`src/pbts_pkg.sv`:
```
`timescale 1ns / 1ps
`default_nettype none

package pbts_pkg;

  // operation codes of an input item
  typedef enum logic [2:0] {
    OP_CREATE  = 3'd0,
    OP_TICK    = 3'd1,
    OP_DELAY   = 3'd2,
    OP_LOCK    = 3'd3,
    OP_UNLOCK  = 3'd4,
    OP_START   = 3'd5,
    OP_RESCHED = 3'd6
  } op_t;

  typedef enum logic [2:0] {
    ST_IDLE,
    ST_APPLY,
    ST_WALK,
    ST_SCAN,
    ST_DECIDE
  } state_t;

  // controller to datapath
  typedef struct packed {
    logic load;
    logic apply;
    logic walk;
    logic scan;
    logic decide;
  } cmd_t;

  // datapath to controller
  typedef struct packed {
    logic in_is_tick;
    logic walk_done;
    logic scan_done;
    logic out_busy;
  } sts_t;

  localparam logic [7:0] LOCK_MAX = 8'd255;

  // ready bits examined per scan cycle
  localparam int CHUNK_W   = 8;
  localparam int CHUNK_IDX = 3;

  function automatic logic [CHUNK_IDX-1:0] lowest_set8(input logic [CHUNK_W-1:0] bits);
    logic [CHUNK_IDX-1:0] idx;
    idx = '0;
    for (int i = CHUNK_W - 1; i >= 0; i--) begin
      if (bits[i]) begin
        idx = CHUNK_IDX'(i);
      end
    end
    return idx;
  endfunction

endpackage

`default_nettype wire

```
`src/priority_bitmap_task_scheduler.sv`:
```
`timescale 1ns / 1ps
`default_nettype none

// priority bitmap task scheduler, one task per priority, lower number more urgent
// input channel s_*: one item per operating system event (create, tick, delay,
//   lock, unlock, start, reschedule); every item yields exactly one result item
// output channel m_*: switch request, target task, any-ready flag, lock depth
// one item is worked at a time; s_tready is high only while the controller idles
// steps from accept to result valid:
//   tick: a walk over the delay counter memory (one counter read and one written
//     per cycle), then the scan of the ready mask
//   other operations: the apply step, then the scan of the ready mask, eight
//     bits per cycle, stopping at the first set bit
// results sit in an output register, so a new item is taken while the last
//   result waits; when the receiver stalls, the next result waits inside the
//   block and input stops after that item
// reset clears the ready and delayed masks, lock depth and current task; the
//   delay counters are not cleared, only counters of delayed tasks are used
module priority_bitmap_task_scheduler #(
  parameter int PRIO_COUNT = 32,
  parameter int TICK_WIDTH = 32
) (
  input  logic        clk,
  input  logic        rst,
  input  logic        s_tvalid,
  output logic        s_tready,
  input  logic [39:0] s_tdata,   // operation[2:0], task_prio[7:3], delay_ticks[39:8]
  output logic        m_tvalid,
  input  logic        m_tready,
  output logic [15:0] m_tdata    // switch_request[0], next_task[5:1], ready_any[6],
                                 // lock_level[14:7], zero[15]
);
  import pbts_pkg::*;

  cmd_t       cmd;
  sts_t       sts;
  logic       switch_request;
  logic [4:0] next_task;
  logic       ready_any;
  logic [7:0] lock_level;

  pbts_ctrl u_ctrl (
    .clk     (clk),
    .rst     (rst),
    .s_valid (s_tvalid),
    .s_ready (s_tready),
    .sts     (sts),
    .cmd     (cmd)
  );

  pbts_datapath #(
    .PRIO_COUNT (PRIO_COUNT),
    .TICK_WIDTH (TICK_WIDTH)
  ) u_datapath (
    .clk                (clk),
    .rst                (rst),
    .cmd                (cmd),
    .sts                (sts),
    .in_operation       (s_tdata[2:0]),
    .in_task_prio       (s_tdata[7:3]),
    .in_delay_ticks     (s_tdata[39:8]),
    .out_valid          (m_tvalid),
    .out_ready          (m_tready),
    .out_switch_request (switch_request),
    .out_next_task      (next_task),
    .out_ready_any      (ready_any),
    .out_lock_level     (lock_level)
  );

  // pack result fields, lowest field in the lowest bits
  assign m_tdata = {1'b0, lock_level, ready_any, next_task, switch_request};

endmodule

`default_nettype wire

```
`src/pbts_ctrl.sv`:
```
`timescale 1ns / 1ps
`default_nettype none

module pbts_ctrl (
  input  logic          clk,
  input  logic          rst,
  input  logic          s_valid,
  output logic          s_ready,
  input  pbts_pkg::sts_t sts,
  output pbts_pkg::cmd_t cmd
);
  import pbts_pkg::*;

  state_t state;
  state_t state_next;

  always_ff @(posedge clk) begin
    if (rst) begin
      state <= ST_IDLE;
    end else begin
      state <= state_next;
    end
  end

  always_comb begin
    state_next = state;
    cmd        = '0;
    s_ready    = 1'b0;
    case (state)
      ST_IDLE: begin
        s_ready = 1'b1;
        if (s_valid) begin
          cmd.load   = 1'b1;
          state_next = sts.in_is_tick ? ST_WALK : ST_APPLY;
        end
      end
      ST_APPLY: begin
        cmd.apply  = 1'b1;
        state_next = ST_SCAN;
      end
      ST_WALK: begin
        cmd.walk = 1'b1;
        if (sts.walk_done) begin
          state_next = ST_SCAN;
        end
      end
      ST_SCAN: begin
        cmd.scan = 1'b1;
        if (sts.scan_done) begin
          state_next = ST_DECIDE;
        end
      end
      ST_DECIDE: begin
        // wait until the output register can take the result
        if (!sts.out_busy) begin
          cmd.decide = 1'b1;
          state_next = ST_IDLE;
        end
      end
      default: begin
        state_next = ST_IDLE;
      end
    endcase
  end

endmodule

`default_nettype wire

```
`src/pbts_datapath.sv`:
```
`timescale 1ns / 1ps
`default_nettype none

module pbts_datapath #(
  parameter int PRIO_COUNT = 32,
  parameter int TICK_WIDTH = 32
) (
  input  logic           clk,
  input  logic           rst,
  input  pbts_pkg::cmd_t cmd,
  output pbts_pkg::sts_t sts,
  input  logic [2:0]     in_operation,
  input  logic [4:0]     in_task_prio,
  input  logic [31:0]    in_delay_ticks,
  output logic           out_valid,
  input  logic           out_ready,
  output logic           out_switch_request,
  output logic [4:0]     out_next_task,
  output logic           out_ready_any,
  output logic [7:0]     out_lock_level
);
  import pbts_pkg::*;

  localparam int PRIO_W = $clog2(PRIO_COUNT);
  localparam int NCHUNK = (PRIO_COUNT + CHUNK_W - 1) / CHUNK_W;
  localparam int CW     = (NCHUNK > 1) ? $clog2(NCHUNK) : 1;
  localparam int IDX_W  = CW + CHUNK_IDX;
  localparam int SCAN_W = NCHUNK * CHUNK_W;

  // item registers
  op_t                   op;
  logic [4:0]            prio;
  logic [TICK_WIDTH-1:0] ticks;

  // scheduler state
  logic [PRIO_COUNT-1:0] ready_mask;
  logic [PRIO_COUNT-1:0] delayed_mask;
  logic [7:0]            lock;
  logic [IDX_W-1:0]      cur;
  logic                  cur_valid;
  logic                  do_resched;

  // delay counters
  logic [TICK_WIDTH-1:0] mem [PRIO_COUNT];
  logic [PRIO_W:0]       walk_cnt;
  logic                  rd_valid;
  logic [PRIO_W-1:0]     rd_addr;
  logic [TICK_WIDTH-1:0] rd_data;

  // ready scan
  logic [CW-1:0]         chunk;
  logic                  found;
  logic [IDX_W-1:0]      best;

  logic [31:0]           prio_ext;
  logic                  prio_ok;
  logic [PRIO_W-1:0]     prio_idx;
  logic [PRIO_W-1:0]     cur_addr;
  logic [TICK_WIDTH-1:0] dec;
  logic                  walk_hit;
  logic [TICK_WIDTH-1:0] delay_val;
  logic                  we;
  logic [PRIO_W-1:0]     wa;
  logic [TICK_WIDTH-1:0] wd;
  logic                  walk_done;
  logic [SCAN_W-1:0]     padded;
  logic [CHUNK_W-1:0]    chunk_bits;
  logic                  hit;
  logic                  last;
  logic                  sw;
  logic                  take;
  logic [IDX_W-1:0]      target;
  logic [IDX_W-1:0]      next_idx;
  logic [IDX_W+4:0]      next_ext;

  assign prio_ext  = 32'(prio);
  assign prio_ok   = prio_ext < 32'(PRIO_COUNT);
  assign prio_idx  = prio_ext[PRIO_W-1:0];
  assign cur_addr  = cur[PRIO_W-1:0];
  assign dec       = rd_data - TICK_WIDTH'(1);
  assign walk_hit  = rd_valid && delayed_mask[rd_addr];
  assign delay_val = (ticks == '0) ? TICK_WIDTH'(1) : ticks;
  assign walk_done = walk_cnt == (PRIO_W + 1)'(PRIO_COUNT);

  // write port shared by the tick walk and the delay operation
  assign we = walk_hit || (cmd.apply && op == OP_DELAY && cur_valid);
  assign wa = walk_hit ? rd_addr : cur_addr;
  assign wd = walk_hit ? dec : delay_val;

  assign padded     = SCAN_W'(ready_mask);
  assign chunk_bits = padded[chunk * CHUNK_W +: CHUNK_W];
  assign hit        = |chunk_bits;
  assign last       = chunk == CW'(NCHUNK - 1);

  assign sts.in_is_tick = in_operation == OP_TICK;
  assign sts.walk_done  = walk_done;
  assign sts.scan_done  = hit || last;
  assign sts.out_busy   = out_valid && !out_ready;

  always_comb begin
    sw     = 1'b0;
    take   = 1'b0;
    target = best;
    if (do_resched) begin
      if (lock == '0 && found && !(cur_valid && cur == best)) begin
        sw   = 1'b1;
        take = 1'b1;
      end
    end else if (op == OP_START) begin
      if (cur_valid) begin
        sw     = 1'b1;
        target = cur;
      end else if (found) begin
        sw   = 1'b1;
        take = 1'b1;
      end
    end
  end

  assign next_idx = sw ? target : (found ? best : '0);
  assign next_ext = (IDX_W + 5)'(next_idx);

  always_ff @(posedge clk) begin
    if (we) begin
      mem[wa] <= wd;
    end
    rd_data <= mem[walk_cnt[PRIO_W-1:0]];
  end

  always_ff @(posedge clk) begin
    if (rst) begin
      ready_mask   <= '0;
      delayed_mask <= '0;
      lock         <= '0;
      cur          <= '0;
      cur_valid    <= 1'b0;
      do_resched   <= 1'b0;
      rd_valid     <= 1'b0;
      out_valid    <= 1'b0;
    end else begin
      if (cmd.decide) begin
        out_valid <= 1'b1;
      end else if (out_valid && out_ready) begin
        out_valid <= 1'b0;
      end

      if (cmd.load) begin
        op         <= op_t'(in_operation);
        prio       <= in_task_prio;
        ticks      <= in_delay_ticks[TICK_WIDTH-1:0];
        do_resched <= in_operation == OP_TICK || in_operation == OP_DELAY ||
                      in_operation == OP_RESCHED;
        walk_cnt   <= '0;
        chunk      <= '0;
        found      <= 1'b0;
      end

      if (cmd.apply) begin
        case (op)
          OP_CREATE: begin
            if (prio_ok) begin
              ready_mask[prio_idx]   <= 1'b1;
              delayed_mask[prio_idx] <= 1'b0;
            end
          end
          OP_DELAY: begin
            if (cur_valid) begin
              delayed_mask[cur_addr] <= 1'b1;
              ready_mask[cur_addr]   <= 1'b0;
            end
          end
          OP_LOCK: begin
            if (lock != LOCK_MAX) begin
              lock <= lock + 8'd1;
            end
          end
          OP_UNLOCK: begin
            if (lock != '0) begin
              lock       <= lock - 8'd1;
              do_resched <= lock == 8'd1;
            end
          end
          default: begin
          end
        endcase
      end

      // read one counter per cycle, write back the decrement in the next cycle
      rd_valid <= cmd.walk && !walk_done;
      if (cmd.walk && !walk_done) begin
        rd_addr  <= walk_cnt[PRIO_W-1:0];
        walk_cnt <= walk_cnt + 1'b1;
      end
      if (walk_hit && dec == '0) begin
        delayed_mask[rd_addr] <= 1'b0;
        ready_mask[rd_addr]   <= 1'b1;
      end

      if (cmd.scan && !found) begin
        if (!last) begin
          chunk <= chunk + 1'b1;
        end
        if (hit) begin
          found <= 1'b1;
          best  <= {chunk, lowest_set8(chunk_bits)};
        end
      end

      if (cmd.decide) begin
        if (take) begin
          cur       <= best;
          cur_valid <= 1'b1;
        end
        out_switch_request <= sw;
        out_next_task      <= next_ext[4:0];
        out_ready_any      <= found;
        out_lock_level     <= lock;
      end
    end
  end

endmodule

`default_nettype wire

```
`config.mk`:
```
export PLATFORM = sky130hd
export DESIGN_NAME = priority_bitmap_task_scheduler
export DESIGN_NICKNAME = d
export VERILOG_FILES = /design/src/pbts_pkg.sv /design/src/priority_bitmap_task_scheduler.sv /design/src/pbts_ctrl.sv /design/src/pbts_datapath.sv
export SDC_FILE = /design/constraint.sdc
export NUM_CORES = 1
export LEC_CHECK = 0
export ABC_AREA = 0
export BUFFER_PORTS_ARGS = -buffer_cell sky130_fd_sc_hd__buf_2
export CELL_PAD_IN_SITES_DETAIL_PLACEMENT = 0
export CELL_PAD_IN_SITES_GLOBAL_PLACEMENT = 1
export CORE_AREA = 2 2 301 303
export DETAILED_ROUTE_END_ITERATION = 7
export DIE_AREA = 0 0 303 305
export PLACE_DENSITY_LB_ADDON = 0.25
export SLEW_MARGIN = 20
export SYNTH_ARGS = -nofsm -noshare
export SYNTH_HDL_FRONTEND = slang
export SYNTH_SLANG_ARGS = --single-unit
```
`constraint.sdc`:
```
create_clock -name clk -period 5.6 [get_ports clk]
set_clock_uncertainty 0.2 [all_clocks]
set_input_delay 0.56 -clock clk [delete_from_list [all_inputs] [get_ports clk]]
set_output_delay 0.56 -clock clk [all_outputs]
set_load 0.02 [all_outputs]
```
# Word level (Yosys, flattened, before mapping)
# Memories as Yosys holds them, arrays and structs flattened. A register that Yosys moved wholly into a read port is not among the register bits.
# Index checks and enable logic that the tools add are counted.
# word_totals
ramBits	1024
reg_bits	158
output_inout_bits	18
input_bits	44
elab_cells	188
n_memories	1
# memory_table
name	depth	word_bits	rd	rd_ports_with_merged_regs	write_ports	line_no	text
u_datapath.mem	32	32	1	1	1	pbts_datapath.sv:44	logic [TICK_WIDTH-1:0] mem [PRIO_COUNT];
# classes
n_addsub	5
order_cmp	7
n_mux	76
reduce_logical	42
bitwise_logic	10
shifts	1
n_eq_ne	22
# ops
cell	count
two-way mux 32 bit	12
case mux 32 bit (2 select lines)	2
AND 32 bit	3
NOT 32 bit	3
OR 32 bit	3
logical NOT 32 bit	2
two-way mux 1 bit	32
variable part select 32 x 6 -> 8 bit	1
subtractor 32 x 1 -> 32 bit, second input constant	1
two-way mux 5 bit	6
< comparator 5 x 6 -> 1 bit, second input constant	4
two-way mux 3 bit	8
two-way mux 8 bit	2
case mux 8 bit (2 select lines)	1
demux 1 bit (select 5 bit)	3
== test 3 x 2 -> 1 bit, second input constant	5
>= comparator 5 x 1 -> 1 bit, second input constant	3
case mux 3 bit (5 select lines)	1
logical AND 1 bit	14
== test 3 bit, second input constant	4
two-way mux 2 bit	6
two-way mux 6 bit	2
AND reduction 2 bit	5
adder 8 x 1 -> 8 bit, second input constant	1
24 further kinds	39

# Logic depth before layout (Yosys ltp)
# Gate-level depths: netlist of the first run.
# depth
word_depth	12
depth_mapped	12
depth_no_buf	10

# Modules after synthesis
# A second synthesis of the first run with hierarchy kept.
# hier_totals
cells_unflattened	2538
area_unflattened_um2	48272.5
# by_module_without_submodules
module	area_each_um2	seq_area_each_um2	instances	cells_each
pbts_datapath	48009.8	35233.8	1	2506
pbts_ctrl	236.5	60.1	1	28
priority_bitmap_task_scheduler	26.3	0.0	1	4

# Worst setup path after synthesis of the first run
# OpenSTA, ideal clock, no wires.
# synth_timing
path_type	reg2reg
from	reg u_datapath.rd_addr[0]
to	mem u_datapath.mem[10][0] (enable)
arrival_ns	3.863
setup_ns	0.421
synth_period_minus_slack_ns	4.484
n_path_buf	3
setup_slack_ns	1.116
path_stages_with_launch	11
required_time_ns	4.979
path_cell_list	edfxtp_1 -> buf_2 -> mux4_2 -> and3_1 -> a221oi_1 -> o2111ai_1 -> nand2_1 -> clkbuf_1 -> clkbuf_1 -> a21oi_1 -> nor2_1
# synth_via
elab_chain_cells	6
word_cells_on_any_way	7
cone_classes	mux: 5; reduce/logical: 2
# synth_lines
element	line_no	text
from (decl)	pbts_datapath.sv:47	logic [PRIO_W-1:0] rd_addr;
from (signal assigned)	pbts_datapath.sv:191	rd_addr <= walk_cnt[PRIO_W-1:0];
binary-select mux 1 bit (select 5 bit)	pbts_datapath.sv:81	assign walk_hit = rd_valid && delayed_mask[rd_addr];
two-way mux 1 bit (not written as such)	pbts_datapath.sv:81	
logical AND 1 bit	pbts_datapath.sv:81	
logical OR 1 bit	pbts_datapath.sv:86	assign we = walk_hit || (cmd.apply && op == OP_DELAY && cur_valid);
two-way mux 1 bit	pbts_datapath.sv:124	if (we) begin
two-way mux 1 bit (not written as such)	pbts_datapath.sv:125	mem[wa] <= wd;
to (decl)	pbts_datapath.sv:44	
# Several ways; a longest one is shown, not always the timed one. The select of a mux whose other input is x is not followed.

# Worst setup path in the final report of the first run
# layout_timing
from	reg u_datapath.rd_addr[0]
to	mem u_datapath.mem[29][0] (enable)
# Same word-level chain as after synthesis.

==> results of run 1 <==
## kinds of logic after synthesis
kind of cell             after synthesis  share of synthesized area, %
AO/OA/AOI/OAI                        283                          3.45
XOR/XNOR                              39                         0.704
adder cells (fa/ha/maj)                8                         0.206
buffers and inverters                164                          1.35
flip-flops                          1214                          72.7
multiplexers                         383                          16.6
other                                  1                       0.00773
AND/OR/NAND/NOR                      469                          4.93
## worst paths after layout
check,endpoint,cells past startpoint,slack (ns)
worst max-delay path,u_datapath.mem[29][0],8,0.81
worst min-delay path,u_datapath.cur_valid,2,0.21
worst max register to register,u_datapath.mem[29][0],8,0.81
worst min register to register,u_datapath.padded[22],2,0.33
## through the flow
stage	instances	instance area, sq um	hold WS, ns	power, uW
detailed placement	3757	51100	0.312	11700
global route	4025	55900	0.203	20800
finish	4028	55900	0.205	20300
CTS	4025	55900	0.159	20400
floorplan	2561	48500	0.206	11100
global placement	3750	50800	0.311	11600
## cell usage in the layout, fill, tap and decap left out, types with 17 or more instances in the layout
| cell type | synthesis | layout |
|---|---|---|
| a21oi_1 | 112 | 110 |
| buf_2 | 4 | 60 |
| buf_4 | 5 | 90 |
| bufinv_16 | 0 | 26 |
| clkbuf_1 | 100 | 19 |
| clkbuf_16 | 0 | 119 |
| clkinv_2 | 0 | 20 |
| dfxtp_1 | 116 | 116 |
| dlygate4sd3_1 | 0 | 42 |
| edfxtp_1 | 1098 | 1098 |
| inv_1 | 19 | 19 |
| mux2_2 | 35 | 35 |
| mux4_2 | 334 | 334 |
| nand2_1 | 103 | 102 |
| nand3_1 | 34 | 34 |
| nor2_1 | 149 | 115 |
| nor2_4 | 0 | 33 |
| nor3_1 | 44 | 36 |
| nor4_1 | 23 | 22 |
| o21ai_0 | 69 | 41 |
| o21ai_1 | 12 | 32 |
| or3_1 | 17 | 17 |
| xnor2_1 | 28 | 28 |
## flip-flops by register name, indices dropped and copies added, names as in the netlist, 2 cells and up
signal and count:
u_datapath.mem 1024, u_datapath.delayed_mask 32, u_datapath.padded 32, u_datapath.rd_data 32
u_datapath.ticks 32, u_datapath.lock 8, u_datapath.out_lock_level 8, u_datapath.walk_cnt 6
u_datapath.best 5, u_datapath.cur 5, u_datapath.out_next_task 5, u_datapath.prio 5
u_datapath.rd_addr 5, u_ctrl.state 3, u_datapath.op 3, u_datapath.chunk 2
## power by group
part,internal [uW],switching [uW]
clock,5230,3510
sequential,9960,160
combinational,606,790
## layout make-up
cell class | instances | area [sq um] | share of cell area [%]
well taps | 1176 | 1470 | 2.63
repair buffers | 205 | 1670 | 2.99
multi-input cells | 1183 | 13000 | 23.2
clock buffers | 145 | 3150 | 5.63
clock inverters | 81 | 1230 | 2.20
flip-flops and latches | 1214 | 35300 | 63.2
inverters | 21 | 78.8 | 0.141
diodes | 3 | 7.51 | 0.0134
## per-layer routing
| layer | GRT usage [%] | share of wire [%] | vias up |
|---|---|---|---|
| li1 | - | - | 10900 |
| met1 | 40.1 | 40 | 13800 |
| met2 | 43.7 | 49 | 1357 |
| met3 | 4.90 | 8.2 | 212 |
| met4 | 8.87 | 3.1 | 2 |
| met5 | 0 | 0.010 | - |
## what timing repair did
| item | CTS | global route |
|---|---|---|
| hold buffers | 42 | 0 |
| hold endpoints to repair | 43 | 0 |
| endpoints found under the setup margin | 0 | 0 |
==> impl_metrics.csv, run 1 <==
group,metric,value,unit
outcome,status,"finished, violations left",
outcome,violations,"DRC",
floorplanning,die_x,303,microns
final_layout,drive_gt1_share,28.3,%
synth,synthCells,2561,
global_routing,grt_max_degree,154,
synth,synth.most_common_cell,"edfxtp_1",
synth,yosysTopAreaCell,"edfxtp_1",
synth,ys.flop_type,"edfxtp_1",
synth,synth.top_cells.by_area,"edfxtp_1 68%, mux4_2 16%, dfxtp_1 4.8%",
sta,setup_viol,0,
synth,ys_seq_area_share,72.7,%
final_layout,syn2layout_area_growth,15.2,%
sta,rsz0062_at_grt,"false",
routing,ant_nets,0,
setup_path,cp_slowest_cell,"nor2_4",
synth,synth_nets,2613,
synth,syn_area_per_cell,18.9,sq um
clock_tree,h-tree-depth,3,
job,max-cap-violations,0,
placement,gp_congestion,0.933,
setup_path,path_class,"reg2reg",
setup_path,cp.required,5.82,ns
synth,ys_warn_count,0,
setup_path,worstSetupStartpointType,"flip-flop",
power_and_ir_drop,power.leakage,0.0177,uW
sta,min_period,4.79,ns
placement,dpl.hpwl,76.7,mm
global_routing,grt_use_total,27.8,%
clock_tree,clk_pin_slew,0.06,ns
floorplanning,die-area,92400,sq um
clock_tree,numCtsBuffers,119,
floorplanning,design.core.area,89300,sq um
clock_tree,cts_resized,0,
floorplanning,rows,110,
global_routing,antenna_found_initial,4,
final_layout,final_core_util,62.6,%
global_routing,grt_pass1_vias,25900,
floorplanning,io_pins,62,
clock_tree,cts.path.max_buffers,3,
routing,post_drt_wl_per_cell,31.3,microns
final_layout,nFillCells,6018,
synth,netlist_area,48500,sq um
setup_path,path_buf_inv,1,
global_routing,grt_pass1_wl,183,mm
floorplanning,die_h,305,microns
synth,synth_seq_cells,1214,
sta,fin_crit_sh,85.6,%
sta,timing.fmax,209,MHz
routing,first_pass_iters,8,
sta,setup_tns,0,ns
placement,io_buffers,60,
routing,drc,6,
sta,slew_headroom,18.2,%
routing,wirelength,126,mm
clock_tree,tritoncts,"yes",
setup_path,reg2reg_from,"u_datapath.rd_addr[0]",
clock_tree,post_cts_buffers,0,
setup_path,cp-startpoint,"u_datapath.rd_addr[0]",
setup_path,critical_path.cell_chain,"mux4_2 > and3_1 > a221oi_1 > o2111ai_1 > nand2_4 > a31oi_2 > nor2_4 > buf_4",
power_and_ir_drop,power_density,362,nW/um^2
setup_path,max_stage_delay,1.02,ns
power_and_ir_drop,ir_worst_vdd,0.461,mV
final_layout,layout.nets,2796,
setup_path,crit_fanout,24,
routing,dr.first_iter.drc_count,3265,
sta,worst_pin_slew,1.23,ns
sta,hold_viol,0,
setup_path,cp.arrival,5.01,ns
routing,num_vias,26200,
synth,async_flop_share,0,%
clock_tree,clock_latency,0.74,ns
worst_hold_path,hold_path_startpoint,"rst",
routing,detail_route.vias_per_cell,6.51,
clock_tree,root_buffer,"clkbuf_16",
synth,synth_top_area_share,68.0,%
global_routing,overflow,0,
floorplanning,initial_core_util,54.3,%
synth,synth_edf_count,1098,
placement,dp_slack,0.875,ns
worst_hold_path,min_path_type,"in2reg",
setup_path,cpLargestDelayFamily,"simple AND/OR/NAND/NOR gates",
setup_path,endpoint_kind,"flip-flop",
sta,setup_slack,0.806,ns
clock_tree,cts.sinks,1214,
sta,drv_slew,0,
synth,ys_types,75,
synth,synth_commonest_cells,"1098 x edfxtp_1, 334 x mux4_2, 149 x nor2_1, 116 x dfxtp_1, 112 x a21oi_1",
No activity file was read; power rests on OpenSTA's default activity.
==> inputs of run 2 (changes only) <==
--- a/config.mk
+++ b/config.mk
@@ -9,9 +9,9 @@
 export BUFFER_PORTS_ARGS = -buffer_cell sky130_fd_sc_hd__buf_2
 export CELL_PAD_IN_SITES_DETAIL_PLACEMENT = 0
 export CELL_PAD_IN_SITES_GLOBAL_PLACEMENT = 1
-export CORE_AREA = 2 2 301 303
+export CORE_AREA = 2 2 234 410
 export DETAILED_ROUTE_END_ITERATION = 7
-export DIE_AREA = 0 0 303 305
+export DIE_AREA = 0 0 236 412
 export PLACE_DENSITY_LB_ADDON = 0.25
 export SLEW_MARGIN = 20
 export SYNTH_ARGS = -nofsm -noshare
==> impl_metrics.csv, run 2 (synthesized netlist as in run 1, its figures left out) <==
group,metric,value,unit
final_layout,layout_commonest_cell,"edfxtp_1",
placement,dpl.hpwl,87.5,mm
final_layout,layout.nets,2773,
sta,hold_viol,0,
routing,wirelength,129,mm
routing,post_drt_wl_per_cell,32.0,microns
power_and_ir_drop,ir_worst_vdd,0.258,mV
sta,timing.fmax,221,MHz
global_routing,grt_use_total,26.9,%
setup_path,max_stage_delay,0.70,ns
setup_path,worstSetupStartpointType,"flip-flop",
floorplanning,die_x,236,microns
clock_tree,cts.path.max_buffers,3,
clock_tree,cts.sinks,1214,
setup_path,cpLargestDelayFamily,"simple AND/OR/NAND/NOR gates",
routing,ant_nets,0,
global_routing,antenna_found_initial,1,
clock_tree,root_buffer,"clkbuf_16",
final_layout,mostFrequentLayoutCells,"1098 x edfxtp_1, 334 x mux4_2, 116 x dfxtp_1, 113 x nor2_1, 111 x a21oi_1",
final_layout,seqCellArea,35300,sq um
routing,num_vias,25500,
clock_tree,h-tree-depth,3,
setup_path,path_buf_inv,1,
setup_path,cp.required,5.95,ns
floorplanning,io_pins,62,
floorplanning,rows,149,
routing,detail_route.vias_per_cell,6.34,
clock_tree,clk_pin_slew,0.07,ns
sta,setup_slack,1.08,ns
sta,drv_slew,0,
final_layout,largest_reg_flops,1024,
sta,setup_tns,0,ns
setup_path,path_class,"reg2reg",
setup_path,cp_common_cell,"nor4_1",
placement,gp_congestion,0.917,
setup_path,critical_path.cell_chain,"inv_1 > ha_1 > nor3b_1 > nand3_1 > nor4_1 > xnor2_1 > nand3_2 > nor4_1 > and4_1 > a31oi_1",
floorplanning,die_h,412,microns
routing,dr.first_iter.drc_count,2378,
clock_tree,numCtsBuffers,106,
floorplanning,die-area,97200,sq um
power_and_ir_drop,power_density,343,nW/um^2
job,max-cap-violations,0,
final_layout,multi_input_area,13000,sq um
final_layout,top_register,"u_datapath.mem",
sta,fin_crit_sh,80.7,%
final_layout,final_core_util,58.9,%
final_layout,syn2layout_area_growth,13.8,%
placement,io_buffers,60,
setup_path,endpoint_kind,"flip-flop",
final_layout,drive_gt1_share,27.5,%
clock_tree,tritoncts,"yes",
setup_path,cp.arrival,4.87,ns
sta,min_period,4.52,ns
sta,worst_pin_slew,1.16,ns
global_routing,overflow,0,
setup_path,cp_slowest_cell,"nor4_1",
clock_tree,post_cts_buffers,0,
outcome,status,"finished, final reports clean",
routing,drc,0,
floorplanning,initial_core_util,51.7,%
final_layout,nFillCells,6766,
placement,dp_slack,1.02,ns
routing,first_pass_iters,5,
sta,slew_headroom,20.8,%
setup_path,crit_fanout,10,
worst_hold_path,min_path_type,"in2reg",
global_routing,grt_pass1_wl,185,mm
floorplanning,design.core.area,93800,sq um
global_routing,grt_pass1_vias,26300,
clock_tree,clock_latency,0.71,ns
sta,rsz0062_at_grt,"false",
power_and_ir_drop,power.leakage,0.0174,uW
global_routing,grt_max_degree,94,
sta,setup_viol,0,
run 2: power breakdown:
group / total, uW / internal [uW] / switching [uW] / leakage [uW]
registers: 10100 / 9950 / 149 / 0.0108
clock network: 7340 / 4040 / 3300 / 0.00170
logic: 1470 / 598 / 872 / 0.00482
total: 18900 / 14600 / 4320 / 0.0174
run 2: worst paths after layout:
kind                                            start                           end  depth (start not counted)  slack, ns
worst max register to register  u_datapath.rd_data[0]   u_datapath.delayed_mask[24]                         10       1.08
worst max-delay path            u_datapath.rd_data[0]   u_datapath.delayed_mask[24]                         10       1.08
worst min-delay path                              rst             u_datapath.cur[1]                          2       0.19
worst min register to register     u_datapath.lock[7]  u_datapath.out_lock_level[7]                          0       0.30
run 2: timing repair:
| action | in CTS | in global routing |
|---|---|---|
| hold endpoints to repair | 42 | 0 |
| hold buffers | 42 | 0 |
| resized for setup | 0 | 0 |
run 2: area by class of cell:
| type | instances | share of cell area [%] |
|---|---|---|
| Clock inverter | 76 | 1.30 |
| Timing Repair Buffer | 195 | 3.33 |
| Sequential cell | 1214 | 63.9 |
| Antenna cell | 2 | 0.00907 |
| Inverter | 21 | 0.143 |
| Tap cell | 1208 | 2.74 |
| Multi-Input combinational cell | 1183 | 23.6 |
| Clock buffer | 120 | 4.96 |
run 2: worst reg2reg max path, cell delays in order, from the launching register on:
cell and delay [ns]:
dfxtp_1 0.39, inv_1 0.13, ha_1 0.35, nor3b_1 0.62
nand3_1 0.48, nor4_1 0.43, xnor2_1 0.23, nand3_2 0.15
nor4_1 0.70, and4_1 0.54, a31oi_1 0.14
run 2: per-stage QoR:
stage	cells	hold WS, ns	total power, uW	instance area (sq um)
6_report	4019	0.189	18900	55200
3_5_place_dp	3777	0.289	11800	51300
2_1_floorplan	2561	0.206	11100	48500
5_1_grt	4017	0.204	19400	55200
4_1_cts	4015	0.146	19000	55100
3_3_place_gp	3754	0.289	11700	50700
run 2: per-layer routing:
metal	vias to the layer above	wire, microns	track usage, %
met5	-	0	0
met4	0	9670	18.2
met3	310	5410	2.70
met2	1009	72100	50.9
met1	13400	41500	28.1
li1	10800	-	-
